**config.mk**
```make
export PLATFORM = sky130hd
export DESIGN_NAME = key_debounce_press_classifier
export DESIGN_NICKNAME = d
export VERILOG_FILES = /design/src/sv/kdpc_pkg.sv /design/src/sv/key_debounce_press_classifier.sv
export SDC_FILE = /design/constraint.sdc
export NUM_CORES = 1
export LEC_CHECK = 0
export BUFFER_PORTS_ARGS = -buffer_cell sky130_fd_sc_hd__buf_2
export CAP_MARGIN = 10
export CORE_MARGIN = 3
export CORE_UTILIZATION = 45
export DETAILED_ROUTE_END_ITERATION = 10
export GPL_TIMING_DRIVEN = 0
export HOLD_SLACK_MARGIN = 0.15
export PLACE_DENSITY_LB_ADDON = 0.08
export SLEW_MARGIN = 30
export SYNTH_ARGS = -nofsm -noshare
export SYNTH_HDL_FRONTEND = slang
export SYNTH_SLANG_ARGS = --single-unit
```
**constraint.sdc**
```tcl
create_clock -name clk -period 2.5 [get_ports clk]
set_input_delay 0.75 -clock clk [delete_from_list [all_inputs] [get_ports clk]]
set_output_delay 0.75 -clock clk [all_outputs]
set_load 0.005 [all_outputs]
```
**src/sv/kdpc_pkg.sv**
```systemverilog
// kdpc_pkg: shared constants for the key debounce press classifier
// phase codes, debounce masks, register indexes and register reset values
// no dependencies

package kdpc_pkg;

    localparam int MASK_W  = 8;
    localparam int COUNT_W = 8;
    localparam int PHASE_W = 3;
    localparam int CFG_IDX_W  = 1;
    localparam int CFG_DATA_W = 8;

    // history mask patterns for a debounced press and a debounced release
    localparam logic [MASK_W-1:0] MASK_PRESS   = 8'h7f;
    localparam logic [MASK_W-1:0] MASK_RELEASE = 8'h01;

    // phase codes
    localparam logic [PHASE_W-1:0] PH_NONE    = 3'd0;
    localparam logic [PHASE_W-1:0] PH_PRESS   = 3'd1;
    localparam logic [PHASE_W-1:0] PH_RELEASE = 3'd2;
    localparam logic [PHASE_W-1:0] PH_SHORT   = 3'd3;
    localparam logic [PHASE_W-1:0] PH_LONG    = 3'd4;

    // configuration register indexes
    localparam logic [CFG_IDX_W-1:0] CFG_LONG_TICKS = 1'd0;
    localparam logic [CFG_IDX_W-1:0] CFG_CONT_LONG  = 1'd1;

    // configuration reset values
    localparam logic [COUNT_W-1:0] LONG_TICKS_RESET = 8'd200;
    localparam logic               CONT_LONG_RESET  = 1'b0;

endpackage

```
**src/sv/key_debounce_press_classifier.sv**
```systemverilog
// key_debounce_press_classifier: debounce of an active-low key with short/long press events
// uses kdpc_pkg for phase codes, masks and register indexes
// single module with one result register stage

// Usage
// in channel: one transaction per scan tick, carrying the sampled pin level
//   (0 = pressed); accepted when in_valid is high and in_stall is low
// out channel: one transaction per accepted tick with short_event and
//   long_event; taken when out_valid is high and out_stall is low
// cfg channel: cfg_index selects the register (0 long_press_ticks,
//   1 continuous_long), cfg_data carries the value; cfg_ready is always high,
//   write only while the block is idle
// result: each tick's result is registered and is on the out port in the
//   cycle after the tick is accepted
// throughput: one tick per cycle unless the held result is stalled; the debounce and phase
//   update is one pass of logic from the current state into the state and result registers
// stall: the result register holds its transaction while out_stall is high;
//   in_stall rises only while a held result is stalled, and a new tick is
//   taken in the same cycle the held result leaves
// reset: history mask, phase and hold count clear to zero (no press), the
//   threshold returns to 200 and continuous mode to off, no result is pending

module key_debounce_press_classifier
(
    input  logic                               clk,
    input  logic                               rst_n,
    // tick input
    input  logic                               in_valid,
    output logic                               in_stall,
    input  logic                               level,
    // event output
    output logic                               out_valid,
    input  logic                               out_stall,
    output logic                               short_event,
    output logic                               long_event,
    // configuration writes
    input  logic                               cfg_valid,
    output logic                               cfg_ready,
    input  logic [kdpc_pkg::CFG_IDX_W-1:0]     cfg_index,
    input  logic [kdpc_pkg::CFG_DATA_W-1:0]    cfg_data
);

    // configuration registers
    logic [kdpc_pkg::COUNT_W-1:0] long_ticks_reg;
    logic                         cont_long_reg;

    // tracking state
    logic [kdpc_pkg::MASK_W-1:0]  mask_reg,  mask_next;
    logic [kdpc_pkg::PHASE_W-1:0] phase_reg, phase_next;
    logic [kdpc_pkg::COUNT_W-1:0] count_reg, count_next;

    // result register
    logic out_valid_reg;
    logic short_reg, short_next;
    logic long_reg,  long_next;

    logic                         accept;
    logic                         low;
    logic [kdpc_pkg::MASK_W-1:0]  mask_mid;
    logic [kdpc_pkg::PHASE_W-1:0] phase_mid;
    logic [kdpc_pkg::COUNT_W-1:0] count_inc;

    // the result register frees up when its transaction is taken
    assign in_stall  = out_valid_reg && out_stall;
    assign accept    = in_valid && !in_stall;
    assign cfg_ready = 1'b1;

    assign out_valid   = out_valid_reg;
    assign short_event = short_reg;
    assign long_event  = long_reg;

    // debounce: set bit 0 and shift left on a low level, shift right on a high one
    assign low       = !level;
    assign mask_mid  = low ? (mask_reg | kdpc_pkg::MASK_RELEASE) : (mask_reg >> 1);
    assign count_inc = count_reg + kdpc_pkg::COUNT_W'(1);

    always_comb
    begin
        mask_next = low ? {mask_mid[kdpc_pkg::MASK_W-2:0], 1'b0} : mask_mid;

        // a debounced edge overrides the current phase
        phase_mid = phase_reg;
        if (low && mask_mid == kdpc_pkg::MASK_PRESS)
        begin
            phase_mid = kdpc_pkg::PH_PRESS;
        end
        else if (!low && mask_mid == kdpc_pkg::MASK_RELEASE)
        begin
            phase_mid = kdpc_pkg::PH_RELEASE;
        end

        phase_next = phase_mid;
        count_next = count_reg;
        short_next = 1'b0;
        long_next  = 1'b0;

        unique case (phase_mid)
            kdpc_pkg::PH_PRESS:
            begin
                phase_next = kdpc_pkg::PH_SHORT;
            end
            kdpc_pkg::PH_SHORT:
            begin
                if (low)
                begin
                    count_next = count_inc;
                    if (count_inc > long_ticks_reg)
                    begin
                        phase_next = kdpc_pkg::PH_LONG;
                    end
                end
                else
                begin
                    // first high sample while held: short press
                    short_next = 1'b1;
                    phase_next = kdpc_pkg::PH_NONE;
                    count_next = '0;
                end
            end
            kdpc_pkg::PH_LONG:
            begin
                long_next = 1'b1;
                if (!cont_long_reg)
                begin
                    phase_next = kdpc_pkg::PH_NONE;
                    count_next = '0;
                end
            end
            kdpc_pkg::PH_RELEASE:
            begin
                phase_next = kdpc_pkg::PH_NONE;
                count_next = '0;
            end
            default:
            begin
                // no press, or a code that cannot arise: hold
            end
        endcase
    end

    // configuration registers
    always_ff @(posedge clk or negedge rst_n)
    begin
        if (!rst_n)
        begin
            long_ticks_reg <= kdpc_pkg::LONG_TICKS_RESET;
            cont_long_reg  <= kdpc_pkg::CONT_LONG_RESET;
        end
        else if (cfg_valid && cfg_ready)
        begin
            unique case (cfg_index)
                kdpc_pkg::CFG_LONG_TICKS: long_ticks_reg <= cfg_data;
                kdpc_pkg::CFG_CONT_LONG:  cont_long_reg  <= cfg_data[0];
                default:                  ;
            endcase
        end
    end

    // tracking state advances once per accepted tick
    always_ff @(posedge clk or negedge rst_n)
    begin
        if (!rst_n)
        begin
            mask_reg  <= '0;
            phase_reg <= kdpc_pkg::PH_NONE;
            count_reg <= '0;
        end
        else if (accept)
        begin
            mask_reg  <= mask_next;
            phase_reg <= phase_next;
            count_reg <= count_next;
        end
    end

    // result register valid
    always_ff @(posedge clk or negedge rst_n)
    begin
        if (!rst_n)
        begin
            out_valid_reg <= 1'b0;
        end
        else if (accept)
        begin
            out_valid_reg <= 1'b1;
        end
        else if (!out_stall)
        begin
            out_valid_reg <= 1'b0;
        end
    end

    // result payload
    always_ff @(posedge clk)
    begin
        if (accept)
        begin
            short_reg <= short_next;
            long_reg  <= long_next;
        end
    end

endmodule

```
==> qor.csv <==
metric,value,unit
setup_violations,0,
synth.top_cell.area_share,0.3492,
fin_crit,2347,ps
critPathRequiredTime,2660,ps
viasPerCell,5.496,
rsz0062_at_grt,no,
first_iter_violations,67,
worst_pin_slew,753.0,ps
fillers,373,
rows,22,
seqCellArea,767.0,um^2
nets,241,
crit_path_start_kind,register,
cts_root_buf,clkbuf_8,
synth_top_flop_cell,dfrtp_1,
clockBufferDepth,2,
grt_pass1_vias,1369,
grt_pass1_wl,6403,um
drt-pass1-iter-count,4,
htree_num_levels,2,
cts.sinks,30,
clock_latency,280,ps
fin_crit_sh,0.9388,
num_vias,1462,
critPathSlowestCell,dfrtp_2,
max_slew_margin,0.4942,
area_growth,15.71,%
numCtsBuffers,5,
cp-end-kind,register,
hpwlAfterDp,2775,um
cts_hold_buf,0,
grt_overflow,0,
drive_above_1_share,0.2064,
synth_area_leader_cell,dfrtp_1,
timing.final.ws_setup,152.9,ps
initial_core_util,0.4786,
async_reset_ff_frac,0.9333,
place_ws,-42.96,ps
port_buffers,18,
mostFrequentLayoutCells,"dfrtp_1, nand2_1, buf_2, inv_1, o21ai_0",
drcViolationCount,0,
wl,3764,um
grt_use_total,0.1666,
peakVddDrop,0.4481,mV
final_max_slew_viol_count,0,
die_area,4775,um^2
core_area,3744,um^2
holdCritPathClass,input pin to asynchronous set/reset pin,
place.gp.congestion,0.9323,
postSynthAreaPerCell,9.530,um^2
wire_per_inst,14.15,um
max_stage_delay,410,ps
synth_edf_count,2,
multi_input_area,924.6,um^2
grt_max_degree,29,
syn_nets,212,
die_x,69.10,um
final_util,0.5538,
die_h,69.10,um
ys_types,51,
fin_worst_skew,7.396,ps
finalHoldViolCount,0,
synth_area,1792,um^2
ys_top_cells_by_area,"dfrtp_1, ha_1, mux2i_1, dfstp_2, o21ai_0",
arrival,2510,ps
ff2ff_setup_slack,150,ps
path_cells,ha_2 > clkinv_1 > or3_1 > nand2_1 > ha_1 > and4_1 > a21boi_1 > a22oi_2 > a221o_1,
cellPowerDensity,927.9,nW/um^2
syn_inst,188,
ys_warn_count,0,
antennaDiodeCount,0,
pin_count,20,
ant_nets,0,
final_common_cell,dfrtp_1,
clock.fmax,426.1,MHz
status,completed,
critPathKind,register to register,
crit_fanout,5,
antenna_found_initial,0,
ys_ff_latch,30,
maxCapViolations,0,
cts_tree,yes,
path_clk_slew,60,ps
synth-seq-area-share,0.4267,
p_leak,0.9241,nW
==> area by class of cell <==
type,instances,share of cell area
Buffer,7,0.01871
Clock buffer,7,0.04164
Clock inverter,1,0.002414
Inverter,19,0.03440
Multi-Input combinational cell,132,0.4460
Sequential cell,30,0.3699
Tap cell,48,0.02897
Timing Repair Buffer,22,0.05794
==> through the flow <==
step           hold WS [ps]  instance area, um^2  power (mW)  std cells  setup TNS, ps
3_5_place_dp          503.2                 1942       1.460        254         -70.20
6_report              479.4                 2073       1.924        266              0
4_1_cts               504.2                 2034       1.874        262              0
5_1_grt               529.2                 2073       2.067        266              0
2_1_floorplan         454.4                 1792       1.269        188              0
3_3_place_gp          493.6                 1942       1.426        254              0
==> where the power goes <==
part	switching (mW)	internal, mW	total [mW]
logic	0.403	0.369	0.772
registers	0.132	0.622	0.754
clock network	0.177	0.222	0.399
==> critical path, delay by kind of cell, from the launching register on <==
| kind | cells | cell delay [ps] |
|---|---|---|
| AOI/OAI and AO/OA | 3 | 620 |
| adders and majority gates | 2 | 370 |
| buffers and inverters | 1 | 120 |
| DFF | 1 | 410 |
| and+or+nand+nor | 3 | 700 |
==> Yosys cell counts (all sizes together) (2+ instances only) <==
cell type   n
edfxtp      2
nor3        2
ha          9
dfstp       3
mux2        4
and4        3
or3         3
xnor2       4
o311a       2
nor2       11
nand4       4
nand2b      3
nand3       5
nand2      19
a21oi       9
o21ai      17
buf         5
a221o       2
clkinv      2
inv        17
o211ai      3
clkbuf      2
a221oi      2
dfrtp      25
o221ai      2
mux2i       9
==> timing repair <==
item | CTS | global route
buffers inserted | 0 | 4
gates resized for setup | 1 | 6
pin swaps | 0 | 1
setup endpoints to repair | 2 | 3
==> worst paths after layout <==
path	start	endpoint	cells past startpoint
max	count_reg[0]$_DFFE_PN0P_	phase_reg[0]$_DFFE_PN0P_	9
min	rst_n	count_reg[5]$_DFFE_PN0P_	1
max reg2reg	count_reg[0]$_DFFE_PN0P_	phase_reg[0]$_DFFE_PN0P_	9
min reg2reg	long_ticks_reg[3]$_DFFE_PN1P_	long_ticks_reg[3]$_DFFE_PN1P_	2
max in group asynchronous	rst_n	count_reg[1]$_DFFE_PN0P_	1
min in group clk	long_ticks_reg[3]$_DFFE_PN1P_	long_ticks_reg[3]$_DFFE_PN1P_	2
==> cell families (layout without fill, tap and decap cells) <==
logic type	count (synthesis)	in the layout	synth area share
compound gates	46	46	0.1690
xor+xnor	5	5	0.02444
fa+ha+maj	9	9	0.06285
buf+inv	26	56	0.06145
flops	30	30	0.4267
mux	13	13	0.07961
other cells	1	1	0.002093
simple gates	58	58	0.1739
==> metal layers <==
| layer | wire length, um | vias to the layer above | share of wire | track usage |
|---|---|---|---|---|
| li1 | - | 740 | - | - |
| met1 | 1791 | 683 | 0.48 | 0.2226 |
| met2 | 1728 | 32 | 0.46 | 0.2489 |
| met3 | 174 | 7 | 0.046 | 0.04810 |
| met4 | 70 | 0 | 0.019 | 0.07592 |
| met5 | 0 | - | 0 | 0 |
No activity file was read; power rests on OpenSTA's default activity.
